## config.mk

```make
export PLATFORM = sky130hd
export DESIGN_NAME = rpgm_sqrt_cell
export DESIGN_NICKNAME = d
export VERILOG_FILES = /design/src/hw/rtl/rpgm_sqrt_cell.sv
export SDC_FILE = /design/constraint.sdc
export NUM_CORES = 1
export LEC_CHECK = 0
export ABC_AREA = 1
export ABC_CLOCK_PERIOD_IN_PS = 2170
export BUFFER_PORTS_ARGS = -buffer_cell sky130_fd_sc_hd__buf_2
export CAP_MARGIN = 10
export CELL_PAD_IN_SITES_DETAIL_PLACEMENT = 1
export CELL_PAD_IN_SITES_GLOBAL_PLACEMENT = 1
export CORE_ASPECT_RATIO = 1.1
export CORE_UTILIZATION = 34
export DETAILED_ROUTE_END_ITERATION = 8
export PLACE_DENSITY = 0.77
export SETUP_SLACK_MARGIN = 0.4
export SLEW_MARGIN = 0
export SYNTH_ARGS = -nofsm -noshare
export SYNTH_HDL_FRONTEND = slang
export SYNTH_SLANG_ARGS = --single-unit
```

## constraint.sdc

```tcl
create_clock -name i_clk -period 2.17 [get_ports i_clk]
set_input_delay 0.434 -clock i_clk [delete_from_list [all_inputs] [get_ports i_clk]]
set_output_delay 0.434 -clock i_clk [all_outputs]
set_load 0.02 [all_outputs]
```

## src/hw/rtl/rpgm_sqrt_cell.sv

```systemverilog
// One result bit of the pipelined restoring square root.
`default_nettype none
module rpgm_sqrt_cell #(
    parameter int unsigned BIT = 0
) (
    input  wire logic        i_clk,
    input  wire logic        i_rst_n,
    input  wire logic        i_en,
    input  wire logic        i_vld,
    input  wire logic [63:0] i_rem,
    input  wire logic [31:0] i_root,
    output logic             o_vld,
    output logic [63:0]      o_rem,
    output logic [31:0]      o_root
);

    logic [63:0] w_trial;
    logic [63:0] n_rem;
    logic [31:0] n_root;
    logic        r_vld;
    logic [63:0] r_rem;
    logic [31:0] r_root;

    always_comb begin
        w_trial = ({32'd0, i_root} << (BIT + 1)) | (64'd1 << (2 * BIT));
        n_rem   = i_rem;
        n_root  = i_root;
        if (i_rem >= w_trial) begin
            n_rem       = i_rem - w_trial;
            n_root[BIT] = 1'b1;
        end
    end

    always_ff @(posedge i_clk) begin
        if (!i_rst_n) begin
            r_vld <= 1'b0;
        end else if (i_en) begin
            r_vld <= i_vld;
        end
    end

    always_ff @(posedge i_clk) begin
        if (i_en) begin
            r_rem  <= n_rem;
            r_root <= n_root;
        end
    end

    assign o_vld  = r_vld;
    assign o_rem  = r_rem;
    assign o_root = r_root;

endmodule
`default_nettype wire

```

==> results of run 1 <==
-- sequential cells by signal, indices dropped and copies added, names as in the netlist --
register  flops
o_root       32
o_vld         1
o_rem        64
-- critical path: cells and delay by family --
kind	cells	cell delay, ns
buffers and inverters	4	0.51
adders and majority gates	1	0.30
AOI/OAI and AO/OA	1	0.18
and+or+nand+nor	7	1.01
-- power groups by stage --
stage	Sequential [mW]	Clock, mW	Combinational (mW)
final	2.36	1.82	2.73
after detailed placement	2.40	0	2.16
after CTS	2.36	1.81	2.39
after global placement	2.39	0	2.11
after global routing	2.38	1.89	2.88
after floorplan	2.67	0	0.882
-- placed cells by master (no fill, tap or decap), types with 13 or more instances in the layout --
cell type | netlist | layout
inv_2 | 3 | 37
ha_4 | 0 | 32
buf_4 | 0 | 198
buf_6 | 8 | 29
a21oi_4 | 0 | 18
a21oi_1 | 23 | 13
nand3_1 | 51 | 33
nand2_2 | 7 | 105
nor3_1 | 17 | 13
nand2_4 | 1 | 39
a21oi_2 | 28 | 20
buf_2 | 1 | 175
xnor2_1 | 21 | 19
o21ai_2 | 10 | 22
nor2_4 | 0 | 23
nand2_1 | 435 | 298
nor2_1 | 117 | 85
edfxtp_1 | 96 | 96
nor2_2 | 8 | 17
nand3_2 | 1 | 16
inv_1 | 214 | 173
-- metal layers --
metal,GRT usage (%),wire length (um)
met1,34.9,15400
met2,54.1,19800
met3,4.17,2020
met4,9.62,1850
met5,0,0
-- stage by stage --
| step | util, % | hold slack, ns | power, mW | setup WS, ns | setup TNS, ns |
|---|---|---|---|---|---|
| floorplan | - | 0.527 | 3.56 | -0.0183 | -0.409 |
| global placement | 48.3 | 0.518 | 4.50 | -0.403 | -15.80 |
| CTS | 55.7 | 0.237 | 6.57 | 0.0879 | 0 |
| detailed placement | 48.3 | 0.544 | 4.56 | -0.552 | -19.23 |
| global route | 59.7 | 0.221 | 7.14 | -0.103 | -3.85 |
| finish | 59.7 | 0.225 | 6.91 | -0.0766 | -1.08 |
-- final timing paths --
check                            endpoint  slack [ns]  cells after the start      start
worst min-delay path            o_root[5]        0.22                      1  i_root[5]
worst min register to register      o_vld        0.54                      2      o_vld
worst max register to register      o_vld        1.53                      2      o_vld
worst max-delay path            o_rem[50]       -0.08                     13  i_rem[22]
-- kinds of logic after synthesis --
group / after synthesis / share of synthesized area [%]
compound gates: 85 / 7.53
xor+xnor: 30 / 3.41
fa+ha+maj: 34 / 5.62
buf+inv: 227 / 11.9
flops: 97 / 37.7
simple gates: 650 / 33.9
-- timing repair --
| action | in CTS | in global routing |
|---|---|---|
| endpoints found under the hold margin | 0 | 0 |
| setup buffers | 34 | 24 |
| pin swaps | 45 | 77 |
| resized for setup | 208 | 186 |
| cloned | 12 | 3 |
| endpoints found under the setup margin | 65 | 65 |
| hold buffers | 0 | 0 |
-- final cells by class --
class                      instances  area [um^2]  share of cell area, %
timing repair inverter             2         32.5                  0.246
clock buffer                      11          233                   1.76
sequential                        97         2900                   21.9
multi-input combinational        799         5450                   41.1
timing repair buffer             430         3330                   25.1
clock inverter                     5         81.3                  0.614
tap                              295          369                   2.79
inverter                         217          853                   6.44
==> metrics.txt, run 1 <==
Final ANT Viol Nets=0; initial antenna violation count=0; RSZ-0062 raised after global routing=true; mapped cell area=7710 um^2; number of instances in the placed design=1,767; status=finished, violations left; WL per Instance=21.1 um; fillers=2,741; non-filler instance count after layout=1,856; endpoints failing hold=0; Final Slew Violations=0; Leak=6.46 nW; register bit total from synthesis=97; CP required=2.38 ns; min Tclk post-route=2.25 ns; cell count after synthesis=1,123; DIE HEIGHT=160 um; Synth warnings=0; drt pass-1 iters=5; CP most frequent cell=nand2_1; Sw Ratio=35.5%; Post-synth top cells=nand2_1 (435), inv_1 (214), nor2_1 (117); top-count cell post-synth=nand2_1; CTS root buf=clkbuf_16; Fmax=445 MHz; Clock Skew=0 ns; clock edge transition at the registers on the reported setup and hold paths=0.08 ns; latest clock arrival within the worst-skew pair=0.37 ns; Yosys top cell area share=37.4%; CP arrival=2.45 ns; synth unique cells=31; Tcrit/Tclk final=104%; critical path type=input port to register; GRT Total Usage=29.4%; Die Wd=146 um; dpl hpwl=24,800 um; Final setup violation count=38; number of diodes=0; Seq pwr share=34.2%; number of enable flip-flop cells after synthesis=96; element type at the critical path end=register; row count=57; crit-path max FO=4; drt via density=5.08; core area=22,200 um^2; Synthesized Nets=1,257; GPL Wtd Cong=0.921; layout cells sized above 1=51.1%; crit start category=input port; Initial Utilization=34.7%; first-pass GRT wire length=52,200 um; CP max-delay cell=ha_4; Placed Area=10,700 um^2; Slew @ Worst Pin=0.537 ns; vias in the first global route=9,492; CTS buffer count=9; GR Overflow Total=0; fin area=13,300 um^2; crit-path cells=buf_2 > ha_4 > nand2_4 > buf_6 > buf_6 > nor2_4 > nand2_2 > buf_4 > nor3_1 > nand2_1 > nand2_1 > nand2_1 > a21oi_4; CTS tree=built; PnR worst setup slack=-0.0766 ns; Max Cap Violations=0; Routed WL=39,100 um; DRC viols=0; sequential element share of the synthesized area=37.7%; Worst VDD drop=328 uV; CTS Buffer Depth=2; Psw=2.45 mW; H-tree depth reported by CTS=3; HP Class=input port to register; area growth from synthesis to layout=71.9%; PortBufs=196; synth top area cells=edfxtp_1 (37%), nand2_1 (21%), inv_1 (10%); Vias=9,429; Relative slew margins=64.2%; Mean Syn Cell Area=6.86 um^2; # clock sinks=97; DRT iter0 DRCs=506; crit-path max cell delay=0.30 ns; largest net degree at the start of global routing=99; PwrDens=522 nW/um^2; Primary FF master, synth=edfxtp_1; Internal Power=4.46 mW; NumNets Final=1,690; Synth area leader=edfxtp_1; failing checks=negative setup slack; Top-Level Pins=197; power share of the clock group=26.3%; Comb power frac=39.5%; ys async rst share=0%; Die Area=23,300 um^2
Note: power is estimated with default switching activity, not from simulation.
==> run 2: changes to the inputs <==
--- a/config.mk
+++ b/config.mk
@@ -14,6 +14,7 @@
 export CORE_ASPECT_RATIO = 1.1
 export CORE_UTILIZATION = 34
 export DETAILED_ROUTE_END_ITERATION = 8
+export MAX_ROUTING_LAYER = met4
 export PLACE_DENSITY = 0.77
 export SETUP_SLACK_MARGIN = 0.4
 export SLEW_MARGIN = 0
==> metrics.txt, run 2 (same netlist as run 1, synthesis figures left out) <==
GRT Total Usage=28.8% (-0.63 points); leading cell type in the layout, fill and taps excluded=nand2_1; clock edge transition at the registers on the reported setup and hold paths=0.08 ns (about the same); endpoints failing hold=0 (unchanged); H-tree depth reported by CTS=3 (unchanged); number of diodes=0 (unchanged); non-filler instance count after layout=1,843 (-0.70%); element type at the critical path end=register; RSZ-0062 raised after global routing=true; NumNets Final=1,677 (-0.77%); drt pass-1 iters=7 (+2); PnR worst setup slack=-0.0203 ns (+0.0563 ns); area growth from synthesis to layout=64.2%; status=finished, violations left; Die Wd=146 um (unchanged); failing checks=negative setup slack; Clock Skew=0 ns (unchanged); CTS root buf=clkbuf_16; CTS Buffer Depth=2 (unchanged); HP Class=input port to register; Relative slew margins=63.9% (-0.32 points); Max Cap Violations=0 (unchanged); R2R Path End=o_vld; critical path type=input port to register; row count=57 (unchanged); DIE HEIGHT=160 um (unchanged); WL per Instance=19.1 um (-9.4%); core area=22,200 um^2 (unchanged); number of instances in the placed design=1,785 (+1.0%); Hold Crit Depth=1 (unchanged); R2R depth=2 (unchanged); GPL Wtd Cong=0.905 (-1.7%); Hold Slack=0.241 ns (+0.0167 ns); Final Slew Violations=0 (unchanged); largest net degree at the start of global routing=99 (unchanged); Tcrit/Tclk final=101% (-2.6 points); DRC viols=0 (unchanged); Fmax=457 MHz (+2.6%); Final setup violation count=3 (-92%); Critical Path Source=i_rem[4]; Worst VDD drop=414 uV (+26%); WHS Endpoint=o_root[3]; CTS tree=built; PwrDens=521 nW/um^2 (about the same); vias in the first global route=9,430 (-0.65%); first-pass GRT wire length=50,000 um (-4.2%); CP arrival=2.35 ns (-0.10 ns); flop-to-flop setup slack=1.52 ns (about the same); Power Total=6.60 mW (-4.6%); Final ANT Viol Nets=0 (unchanged); worst reg2reg startpoint=o_vld; drt via density=4.90 (-3.6%); layout cells sized above 1=46.8% (-4.4 points); min Tclk post-route=2.19 ns (-0.0563 ns); crit start category=input port; Largest register FFs=64 (unchanged); Hold Path Origin=i_root[3]; GR Overflow Total=0 (unchanged); DRT iter0 DRCs=428 (-15%); PortBufs=196 (unchanged); crit-path max FO=10 (+6); CP required=2.33 ns (-0.05 ns); # clock sinks=97 (unchanged); Final Core Density=57.0% (-2.7 points); CTS buffer count=9 (unchanged); CTS Hold Bufs=0 (unchanged); Slew @ Worst Pin=0.542 ns (+0.00485 ns); Leak=6.23 nW (-3.5%); initial antenna violation count=0 (unchanged); dpl hpwl=25,300 um (+2.2%); Initial Utilization=34.7% (unchanged); Routed WL=35,200 um (-10%); Top-Level Pins=197 (unchanged); most frequent cells in the layout=nand2_1 (331), buf_4 (197), inv_1 (186), buf_2 (181), edfxtp_1 (96); Die Area=23,300 um^2 (unchanged); latest clock arrival within the worst-skew pair=0.36 ns (about the same); Vias=9,028 (-4.3%); fillers=2,795 (+2.0%)
==> run 2: final cells by class <==
| cell class | instances | area [um^2] | area share (%) |
|---|---|---|---|
| Tap cell | 295 | 369 | 2.92 |
| Multi-Input combinational cell | 799 | 5170 | 40.9 |
| Sequential cell | 97 | 2900 | 22.9 |
| Clock buffer | 9 | 225 | 1.78 |
| Inverter | 217 | 873 | 6.90 |
| Clock inverter | 7 | 61.3 | 0.485 |
| Timing Repair Buffer | 417 | 3030 | 24.0 |
| Timing Repair inverter | 2 | 20.0 | 0.158 |
==> run 2: timing repair <==
| action | in CTS | in global routing |
|---|---|---|
| pin swaps | 51 | 27 |
| cloned | 3 | 7 |
| setup buffers | 28 | 4 |
| resized for setup | 202 | 86 |
| endpoints found under the setup margin | 65 | 65 |
==> run 2: how the worst max path moves through the flow <==
stage / cells past startpoint / endpoint
2_1_floorplan: 15 / o_rem[16]
3_3_place_gp: 13 / o_rem[47]
3_5_place_dp: 15 / o_rem[31]
4_1_cts: 19 / o_rem[11]
5_1_grt: 16 / o_rem[34]
6_report: 13 / o_rem[34]
==> run 2: per-stage QoR <==
step / setup TNS [ns] / worst slack [ns] / cell area [um^2]
after detailed placement: -25.32 / -0.480 / 10900
after CTS: 0 / 0.107 / 12200
after global placement: -26.55 / -0.480 / 10900
after floorplan: -0.409 / -0.0183 / 8180
after global routing: -1.02 / -0.108 / 12700
final: -0.0413 / -0.0203 / 12700
==> run 2: where the power goes <==
group / total, mW / switching [mW] / internal, mW
logic: 2.57 / 1.50 / 1.08
registers: 2.36 / 0.0540 / 2.31
clock network: 1.66 / 0.852 / 0.806
==> run 2: worst max-delay path, cell delays in order <==
cell and delay (ns):
buf_8 0.10, ha_4 0.28, nand2_4 0.06, nor2_4 0.11
nand4_1 0.20, nor2_2 0.25, nand3_2 0.10, nand2_2 0.10
inv_2 0.07, nand2_8 0.15, buf_6 0.19, nand3_1 0.09
o21ai_1 0.19
==> run 2: metal layers <==
layer	wire length (um)	GRT usage [%]	vias to the layer above
met5	0	-	-
met4	1340	10.4	0
met3	1500	3.60	80
met2	17600	49.6	284
met1	14700	34.4	4340
li1	-	-	4324
