`config.mk`:
```
export PLATFORM = sky130hd
export DESIGN_NAME = rpgm_div_cell
export DESIGN_NICKNAME = d
export VERILOG_FILES = /design/src/hw/rtl/rpgm_pkg.sv /design/src/hw/rtl/rpgm_div_cell.sv
export SDC_FILE = /design/constraint.sdc
export NUM_CORES = 1
export LEC_CHECK = 0
export ABC_AREA = 1
export ABC_CLOCK_PERIOD_IN_PS = 2200
export BUFFER_PORTS_ARGS = -buffer_cell sky130_fd_sc_hd__buf_4
export CELL_PAD_IN_SITES_DETAIL_PLACEMENT = 1
export CELL_PAD_IN_SITES_GLOBAL_PLACEMENT = 1
export CORE_ASPECT_RATIO = 0.6
export CORE_MARGIN = 1.5
export CORE_UTILIZATION = 33
export DETAILED_ROUTE_END_ITERATION = 10
export GPL_TIMING_DRIVEN = 0
export PLACE_DENSITY_LB_ADDON = 0.1
export SYNTH_ARGS = -nofsm -noshare
export SYNTH_HDL_FRONTEND = slang
export SYNTH_SLANG_ARGS = --single-unit
```
`constraint.sdc`:
```
create_clock -name i_clk -period 2.2 [get_ports i_clk]
set_clock_uncertainty 0.2 [all_clocks]
set_input_delay 0.33 -clock i_clk [delete_from_list [all_inputs] [get_ports i_clk]]
set_output_delay 0.33 -clock i_clk [all_outputs]
set_load 0.01 [all_outputs]
```
`src/hw/rtl/rpgm_pkg.sv`:
```
// Shared types and codes for the radial piecewise gradient map.
`default_nettype none
package rpgm_pkg;

    localparam int unsigned SQRT_BITS = 32;
    localparam int unsigned QUO_BITS  = 32;

    localparam logic [1:0] SEL_LERP = 2'd0;
    localparam logic [1:0] SEL_RIM  = 2'd1;
    localparam logic [1:0] SEL_WALL = 2'd2;

    typedef struct packed {
        logic [31:0] start;
        logic        neg;
        logic [1:0]  sel;
        logic [31:0] rd;
    } t_side;

endpackage
`default_nettype wire

```
`src/hw/rtl/rpgm_div_cell.sv`:
```
// One quotient bit of the pipelined restoring divider.
`default_nettype none
module rpgm_div_cell #(
    parameter int unsigned BIT = 0
) (
    input  wire logic            i_clk,
    input  wire logic            i_rst_n,
    input  wire logic            i_en,
    input  wire logic            i_vld,
    input  wire logic [63:0]     i_rem,
    input  wire logic [31:0]     i_span,
    input  wire logic [31:0]     i_quo,
    input  wire rpgm_pkg::t_side i_side,
    output logic                 o_vld,
    output logic [63:0]          o_rem,
    output logic [31:0]          o_span,
    output logic [31:0]          o_quo,
    output rpgm_pkg::t_side      o_side
);

    logic [63:0]     w_sub;
    logic [63:0]     n_rem;
    logic [31:0]     n_quo;
    logic            r_vld;
    logic [63:0]     r_rem;
    logic [31:0]     r_span;
    logic [31:0]     r_quo;
    rpgm_pkg::t_side r_side;

    always_comb begin
        w_sub = {32'd0, i_span} << BIT;
        n_rem = i_rem;
        n_quo = i_quo;
        if (i_rem >= w_sub) begin
            n_rem      = i_rem - w_sub;
            n_quo[BIT] = 1'b1;
        end
    end

    always_ff @(posedge i_clk) begin
        if (!i_rst_n) begin
            r_vld <= 1'b0;
        end else if (i_en) begin
            r_vld <= i_vld;
        end
    end

    always_ff @(posedge i_clk) begin
        if (i_en) begin
            r_rem  <= n_rem;
            r_span <= i_span;
            r_quo  <= n_quo;
            r_side <= i_side;
        end
    end

    assign o_vld  = r_vld;
    assign o_rem  = r_rem;
    assign o_span = r_span;
    assign o_quo  = r_quo;
    assign o_side = r_side;

endmodule
`default_nettype wire

```
==> out/results.ini, run 1 <==
[timing]
worst_pin_slew_ns=0.7092
finalSetupTns_ns=-0.01126
setup_slack_ns=-0.01126
post-route-period-util=1.005
fmax_mhz=452.2
drv_slew=0
rsz0062_at_grt=true
setup_viol=1
fin_crit_ns=2.211
slew-limit-headroom=0.5272
finalHoldViolations=0

[power]
p_comb_frac=0.263
power_w=0.01097
power_density_mw_per_mm2=621.4
clock_power_share=0.315
p_int_w=0.007565
ir_worst_vdd_v=0.0005376
seqPwrFrac=0.422
p_leak_nw=7.813
switchingPower_w=0.003403
p_sw_frac=0.3103

[floorplan]
pin_count=395
die-area_mm2=0.03336
core_mm2=0.03147
dieWidth_um=234.8
die_height_um=142.1
initial_utilization=0.3381
fp-row-count=50

[clock_tree]
htreeDepth=4
cts_buffer_depth=2
cts_tree=built
clk_pin_slew_worst_paths_ns=0.08
clkSinkCount=196
insertion_delay_ns=0.46
cts_root_buffer=clkbuf_16
cts_made_buffers=17

[grt]
grt_overflow=0
first_global_vias=11190
grt_use_total=0.2765
grt_pass1_wl_um=68020
grt_antenna_before_repair=1
grt_start_max_net_pins=122

[detailed_routing]
wire_per_inst_um=20.85
routed-via-count=10920
vias_per_cell=4.851
drt_iter0_drc=674
routed_wl_um=46900
drtPass1Iterations=5
ant_nets=0
drc=0

[yosys]
synth.avg_cell_area_um2=8.806
ys_types=33
yosysWarnings=0
yosysTopAreaCell=edfxtp_1
synthFlopType=edfxtp_1
yosys-top-cells-area=edfxtp_1, nand2_1, inv_1, ha_1, nor2_1
synth_edf_count=195
ys_seq_elements=196
seq_area_frac_synth=0.5523
synth_most_common_cell=nand2_1
syn_nets=1440
synth_cells=1208
synth.top_cell.area_share=0.5505
syn_area_mm2=0.01064
synth_common_cells=nand2_1, edfxtp_1, inv_1, nor2_1, nand3_1
synthArstFlopShare=0

[worst_setup_path]
path_max_fanout=6
cp-startpoint=i_rem[0]
crit_type=primary input to flip-flop
worst_ep_required_time_ns=2.28
startpoint_type=primary input
arrival_ns=2.29
endpoint_kind=flip-flop
r2r_start=o_vld

[cells_and_area]
stdcell_area_mm2=0.01765
drive_above_1_share=0.3606
syn_to_final_growth_pct=65.91
final_util=0.5609
nNetsFinal=2052
nFillCells=3597

[status]
violations=setup timing
outcome=finished with violations

[placed_design]
hpwl_um=34230
dp_slack_ns=-0.8636
placed_area_mm2=0.01427
gpl.final_weighted_congestion=0.8960
portBuffers=394

[worst_hold_path]
hold_path_class=primary input to flip-flop
min-delay-start=i_rem[0]

[job]
drv_cap=0

==> what timing repair did <==
action / 4_1_cts / 5_1_grt
hold buffers: 171 / 1
setup buffers: 14 / 15
pin swaps: 12 / 22
endpoints found under the setup margin: 65 / 65
endpoints found under the hold margin: 171 / 1
cloned: 1 / 0
resized for setup: 75 / 121
==> placed cells by master (no fill, tap or decap), types with 5 or more instances in the layout <==
master / netlist / layout
nor3_1: 23 / 21
nand4_1: 17 / 17
ha_4: 0 / 15
xnor2_1: 21 / 21
inv_1: 183 / 176
o21ai_0: 24 / 8
a21oi_4: 0 / 10
edfxtp_1: 195 / 195
a21oi_1: 36 / 17
clkbuf_16: 0 / 17
buf_4: 4 / 416
o21ai_1: 15 / 27
inv_6: 0 / 5
nand2_2: 9 / 44
a21oi_2: 21 / 30
nand3_2: 1 / 6
nor2_1: 103 / 90
ha_2: 0 / 12
o21bai_1: 5 / 5
ha_1: 32 / 5
buf_12: 0 / 5
nor2_2: 6 / 10
nand2_4: 0 / 20
inv_2: 11 / 15
nand3b_1: 5 / 5
nand3_1: 60 / 51
clkinv_8: 0 / 5
dlygate4sd3_1: 0 / 172
nor2_4: 5 / 14
nand2_1: 407 / 352
==> power groups by stage <==
stage | combinational [W] | clock (W) | sequential [W]
CTS | 0.00263 | 0.00354 | 0.00462
detailed placement | 0.00224 | 0 | 0.00470
finish | 0.00289 | 0.00345 | 0.00463
floorplan | 0.000765 | 0 | 0.00488
global route | 0.00308 | 0.00364 | 0.00467
global placement | 0.00220 | 0 | 0.00469
==> worst paths after layout <==
kind | end | slack, ns | cells past startpoint
hold reg to reg | o_vld | 1.03 | 3
setup reg to reg | o_vld | 0.65 | 3
hold / removal | o_rem[0] | 0.02 | 3
setup / recovery | o_rem[45] | -0.01 | 17
==> metrics by stage <==
step           std cells  hold WS, ns
2_1_floorplan       1208       0.2235
3_3_place_gp        2018       0.3085
3_5_place_dp        2019       0.3092
4_1_cts             2237      -0.1494
5_1_grt             2250      0.01924
6_report            2250      0.02117
==> flip-flops by register name (all words and copies together) (netlist names) <==
signal  count
o_side     67
o_span     32
o_vld       1
o_rem      64
o_quo      32
==> worst max-delay path, cell delays in order <==
cell and delay, ns:
buf_8 0.09, inv_8 0.03, ha_4 0.16, fa_2 0.39, inv_2 0.08, nand3_2 0.08
nand2_4 0.08, nand2_2 0.05, nand2_2 0.10, nand2_2 0.07, nand2_4 0.08, nand2_4 0.05
nand3_4 0.13, inv_6 0.06, buf_12 0.15, buf_12 0.14, a21oi_4 0.21
==> metal layers <==
metal	GRT usage	vias up	routed length, um	part of all wire
met5	0	-	0	0
met4	0.07724	0	916	0.020
met3	0.06924	51	3217	0.069
met2	0.4330	346	21370	0.46
met1	0.3806	5363	21390	0.46
li1	-	5155	-	-
==> layout make-up <==
class	instances	area, um^2	share of cell area
antenna	1	2.502	0.0001418
buffer	8	105.1	0.005955
clock buffer	17	425.4	0.02410
clock inverter	15	217.7	0.01234
inverter	194	744.5	0.04218
multi-input combinational	806	4747	0.2690
sequential	196	5876	0.3329
tap	416	520.5	0.02949
timing repair buffer	597	5011	0.2839
==> kinds of logic after synthesis <==
family          Yosys count  synth area share
buf+inv                 206           0.07681
fa+ha+maj                33           0.03952
flops                   196            0.5523
compound gates          104           0.05822
simple gates            644            0.2525
xor+xnor                 25           0.02058
No activity file was read; power rests on OpenSTA's default activity.
==> run 2, diff against run 1 <==
--- a/config.mk
+++ b/config.mk
@@ -15,7 +15,7 @@
 export CORE_UTILIZATION = 33
 export DETAILED_ROUTE_END_ITERATION = 10
 export GPL_TIMING_DRIVEN = 0
-export PLACE_DENSITY_LB_ADDON = 0.1
+export PLACE_DENSITY = 0.81
 export SYNTH_ARGS = -nofsm -noshare
 export SYNTH_HDL_FRONTEND = slang
 export SYNTH_SLANG_ARGS = --single-unit
==> run 2 against run 1 <==
Against the previous run:
- critical endpoint is now o_rem[47]
- non-clock buffer count decreased by 3
- largest cell class unchanged
- worst setup slack got worse by 0.0089 ns
- clock power increased by 2%
- routed wire length increased by 8.1%
- the run ends with DRC, setup timing left
- count of clock-buffer cells in the layout unchanged
- total power increased by 1.3%
- highest routed layer is now met5
==> out/results.ini, run 2 (synthesized netlist as in run 1, its figures left out) <==
[power]
clock_power_share=0.318
power_density_mw_per_mm2=625.9
seqPwrFrac=0.418
p_int_w=0.007578
p_sw_frac=0.3180
ir_worst_vdd_v=0.0005549
p_comb_frac=0.264
switchingPower_w=0.003534
power_w=0.01111
p_leak_nw=7.827

[timing]
drv_slew=0
worst_pin_slew_ns=0.6143
setup_slack_ns=-0.02012
post-route-period-util=1.009
slew-limit-headroom=0.5904
rsz0062_at_grt=true
fin_crit_ns=2.220
fmax_mhz=450.4
setup_viol=1
whs_ns=0.006237
finalHoldViolations=0

[worst_setup_path]
arrival_ns=2.31
r2r_start=o_vld
rrSetupSlack_ns=0.74
endpoint_kind=flip-flop
worst_ep_required_time_ns=2.29
crit_type=primary input to flip-flop
reg2reg_to=o_vld
path_max_fanout=7
startpoint_type=primary input
r2r_cells=3

[clock_tree]
clkSinkCount=196
cts_buffer_depth=2
insertion_delay_ns=0.47
htreeDepth=4
cts_made_buffers=17
clk_pin_slew_worst_paths_ns=0.09
cts_root_buffer=clkbuf_16
cts_tree=built

[placed_design]
dp_slack_ns=-0.7679
gpl.final_weighted_congestion=0.9312
portBuffers=394
placed_area_mm2=0.01427
hpwl_um=33800

[floorplan]
die-area_mm2=0.03336
die_height_um=142.1
pin_count=395
fp-row-count=50
dieWidth_um=234.8
core_mm2=0.03147
initial_utilization=0.3381

[detailed_routing]
routed-via-count=11240
drt_iter0_drc=815
vias_per_cell=4.999
drtPass1Iterations=10
wire_per_inst_um=22.55
routed_wl_um=50720
drc=2
ant_nets=0

[job]
drv_cap=0

[grt]
grt_overflow=0
first_global_vias=11390
grt_use_total=0.2820
grt_pass1_wl_um=69360
grt_antenna_before_repair=2
grt_start_max_net_pins=130

[cells_and_area]
largest_reg_flops=67
drive_above_1_share=0.3568
stdcell_area_mm2=0.01775
mostFrequentLayoutCell=buf_4
nNetsFinal=2049
final_cell_mix=buf_4, nand2_1, edfxtp_1
syn_to_final_growth_pct=66.90

[worst_hold_path]
hold_path_class=primary input to flip-flop
min-delay-start=i_rem[35]
whs_path_depth=3
hold_end=o_rem[35]

[status]
outcome=finished with violations
violations=DRC, setup timing

-- run 2: area by class of cell --
class / instances / area (um^2)
clock inverter: 15 / 219.0
fill: 3599 / 13710
buffer: 12 / 157.7
tap: 416 / 520.5
multi-input combinational: 806 / 4812
inverter: 194 / 748.2
timing repair buffer: 590 / 4989
antenna: 3 / 7.507
clock buffer: 17 / 425.4
sequential: 196 / 5876
-- run 2: power groups by stage --
| stage | registers, W | clock network (W) | logic, W |
|---|---|---|---|
| 3_3_place_gp | 0.00470 | 0 | 0.00218 |
| 5_1_grt | 0.00468 | 0.00369 | 0.00310 |
| 3_5_place_dp | 0.00471 | 0 | 0.00223 |
| 2_1_floorplan | 0.00488 | 0 | 0.000765 |
| 6_report | 0.00464 | 0.00353 | 0.00294 |
| 4_1_cts | 0.00462 | 0.00354 | 0.00259 |
-- run 2: repair_timing --
action | CTS | global route
resized for setup | 50 | 135
buffers inserted | 9 | 12
endpoints found under the setup margin | 63 | 66
gates cloned | 0 | 4
hold buffers | 169 | 1
pin swaps | 9 | 19
endpoints found under the hold margin | 168 | 1
-- run 2: stage by stage --
step           utilization  TNS [ns]  cells
5_1_grt             0.5641   -0.6890   2248
3_5_place_dp        0.4536    -40.04   2019
6_report            0.5642  -0.02012   2249
3_3_place_gp        0.4524   -158.72   2018
2_1_floorplan            -    -2.018   1208
4_1_cts             0.5374  -0.02870   2229
-- run 2: critical path: stages --
cell	delay, ns
buf_4	0.09
inv_1	0.08
ha_4	0.34
nand2_4	0.10
nor2_4	0.16
nand2_2	0.11
nor2_4	0.16
nand2_1	0.08
nand2_2	0.08
nor2_4	0.05
nand3_4	0.12
clkinv_8	0.09
buf_12	0.16
buf_16	0.15
a21oi_4	0.19
-- run 2: per-layer routing --
metal	track usage	up-vias	routed length, um
li1	-	5142	-
met1	0.3658	5571	20750
met2	0.4720	457	24810
met3	0.07002	70	4056
met4	0.07621	2	1021
met5	0	-	83
-- run 2: worst max-delay path by stage --
stage | from | end | cells past startpoint
2_1_floorplan | i_rem[0] | o_rem[47] | 16
3_3_place_gp | i_rem[0] | o_rem[47] | 17
3_5_place_dp | i_rem[31] | o_rem[40] | 11
4_1_cts | i_span[8] | o_rem[47] | 15
5_1_grt | i_rem[2] | o_rem[47] | 15
6_report | i_span[28] | o_rem[47] | 15
==> run 3, diff against run 2 <==
--- a/config.mk
+++ b/config.mk
@@ -6,16 +6,16 @@
 export NUM_CORES = 1
 export LEC_CHECK = 0
 export ABC_AREA = 1
-export ABC_CLOCK_PERIOD_IN_PS = 2200
+export ABC_CLOCK_PERIOD_IN_PS = 2350
 export BUFFER_PORTS_ARGS = -buffer_cell sky130_fd_sc_hd__buf_4
 export CELL_PAD_IN_SITES_DETAIL_PLACEMENT = 1
 export CELL_PAD_IN_SITES_GLOBAL_PLACEMENT = 1
 export CORE_ASPECT_RATIO = 0.6
 export CORE_MARGIN = 1.5
-export CORE_UTILIZATION = 33
+export CORE_UTILIZATION = 36
 export DETAILED_ROUTE_END_ITERATION = 10
 export GPL_TIMING_DRIVEN = 0
-export PLACE_DENSITY = 0.81
+export PLACE_DENSITY = 0.84
 export SYNTH_ARGS = -nofsm -noshare
 export SYNTH_HDL_FRONTEND = slang
 export SYNTH_SLANG_ARGS = --single-unit
==> constraint.sdc (replaced) <==
create_clock -name i_clk -period 2.35 [get_ports i_clk]
set_clock_uncertainty 0.2 [all_clocks]
set_input_delay 0.3525 -clock i_clk [delete_from_list [all_inputs] [get_ports i_clk]]
set_output_delay 0.3525 -clock i_clk [all_outputs]
set_load 0.01 [all_outputs]
==> run 3 against run 2 <==
Against the previous run:
- the flow now finishes without violations
- critical path depth shrank 4
- die area fell by 8.2%
- final cell count decreased by 2.0%
- non-clock buffer count decreased by 27
- sequential share of layout area grew 2.0 points
- total power decreased by 11%
- first-iteration DRC count up 8.0%
- largest cell class unchanged
- highest routed layer is now met4
==> out/results.ini, run 3 (synthesized netlist as in run 1, its figures left out) <==
[status]
outcome=finished clean

[detailed_routing]
drt_iter0_drc=880
drtPass1Iterations=5
ant_nets=0
drc=0
wire_per_inst_um=22.11
vias_per_cell=4.971
routed_wl_um=48730
routed-via-count=10960

[worst_setup_path]
path_max_fanout=5
crit_type=primary input to flip-flop
startpoint_type=primary input
arrival_ns=2.40
endpoint_kind=flip-flop
worst_ep_required_time_ns=2.43

[timing]
worst_pin_slew_ns=0.7637
setup_viol=0
finalHoldViolations=0
post-route-period-util=0.9880
drv_slew=0
rsz0062_at_grt=true
fin_crit_ns=2.322
slew-limit-headroom=0.4909
fmax_mhz=430.7

[grt]
grt_antenna_before_repair=1
grt_pass1_wl_um=69700
grt_overflow=0
first_global_vias=11550
grt_start_max_net_pins=131
grt_use_total=0.3114

[clock_tree]
cts_buffer_depth=2
htreeDepth=4
clkSinkCount=196
cts_root_buffer=clkbuf_16
cts_tree=built
cts_made_buffers=17
insertion_delay_ns=0.46
clk_pin_slew_worst_paths_ns=0.09

[power]
power_w=0.009920
ir_worst_vdd_v=0.0004895
power_density_mw_per_mm2=592.6
p_leak_nw=7.548

[placed_design]
dp.cells=2003
gpl.final_weighted_congestion=0.9471
placed_area_mm2=0.01414
portBuffers=394
hpwl_um=34080

[floorplan]
fp-row-count=48
dieWidth_um=224.9
initial_utilization=0.3682
core_mm2=0.02889
die-area_mm2=0.03062
die_height_um=136.2
pin_count=395

[cells_and_area]
final_cell_mix=buf_4, nand2_1, edfxtp_1
largest_reg_flops=67
fin_cells=2204
mostFrequentLayoutCell=buf_4
nNetsFinal=2022
syn_to_final_growth_pct=57.35
drive_above_1_share=0.3172
nFillCells=3376
stdcell_area_mm2=0.01674

[job]
drv_cap=0

[worst_hold_path]
hold_path_class=primary input to flip-flop

-- run 3: cell types whose count changed in the layout (fill, tap and decap cells not counted), moves of 13 or more --
cell	change
nand2_2	-19
dlygate4sd3_1	-13
o21ai_0	+15
ha_1	+19
ha_4	-23
nand2_1	+29
o21ai_1	-15
-- run 3: path summary, 6_finish.rpt --
kind               from        end  slack, ns  cells after the start
max          i_span[30]  o_rem[47]       0.03                     11
min           i_rem[16]  o_rem[16]       0.01                      3
min reg2reg       o_vld      o_vld       0.95                      3
max reg2reg       o_vld      o_vld       0.89                      3
-- run 3: critical path: stages --
cell and delay (ns):
buf_4 0.09, inv_1 0.05, ha_1 0.44, nand2_1 0.16
nor2_1 0.32, nand2_1 0.23, nor2_1 0.20, nand3_1 0.14
nand3_1 0.11, nand2_1 0.08, a21oi_4 0.21
-- run 3: repair_timing --
item / CTS / global route
cloned: 0 / 1
endpoints found under the setup margin: 65 / 64
hold endpoints to repair: 156 / 0
gates resized for setup: 27 / 67
hold buffers: 157 / 0
pin swaps: 5 / 8
setup buffers: 4 / 6
-- run 3: report_power, final --
group          switching, W  internal (W)
registers          0.000130       0.00423
clock network       0.00163       0.00144
logic               0.00136       0.00113
total               0.00312       0.00680
-- run 3: stage by stage --
stage	hold slack (ns)	worst slack (ns)	utilization	setup TNS (ns)
6_report	0.01362	0.02819	0.5794	0
4_1_cts	0.0000009437	0.003899	0.5690	0
5_1_grt	0.01212	-0.05430	0.5794	-0.8457
3_3_place_gp	0.3271	-0.7989	0.4883	-127.94
3_5_place_dp	0.3318	-0.7998	0.4895	-41.58
2_1_floorplan	0.2460	0.001863	-	0
-- run 3: layout make-up --
| cell class | count | area, um^2 | share of cell area |
|---|---|---|---|
| Sequential cell | 196 | 5876 | 0.3510 |
| Timing Repair Buffer | 563 | 4664 | 0.2787 |
| Multi-Input combinational cell | 806 | 4250 | 0.2539 |
| Inverter | 194 | 735.7 | 0.04395 |
| Tap cell | 400 | 500.5 | 0.02990 |
| Clock buffer | 18 | 429.2 | 0.02564 |
| Clock inverter | 14 | 153.9 | 0.009194 |
| Buffer | 12 | 126.4 | 0.007550 |
| Antenna cell | 1 | 2.502 | 0.0001495 |
-- run 3: layer usage --
layer,track usage,routed length [um],vias to the layer above
met1,0.3876,20030,5383
met2,0.5245,23870,412
met5,0,0,-
li1,-,-,5096
met4,0.08837,1050,0
met3,0.09358,3777,66
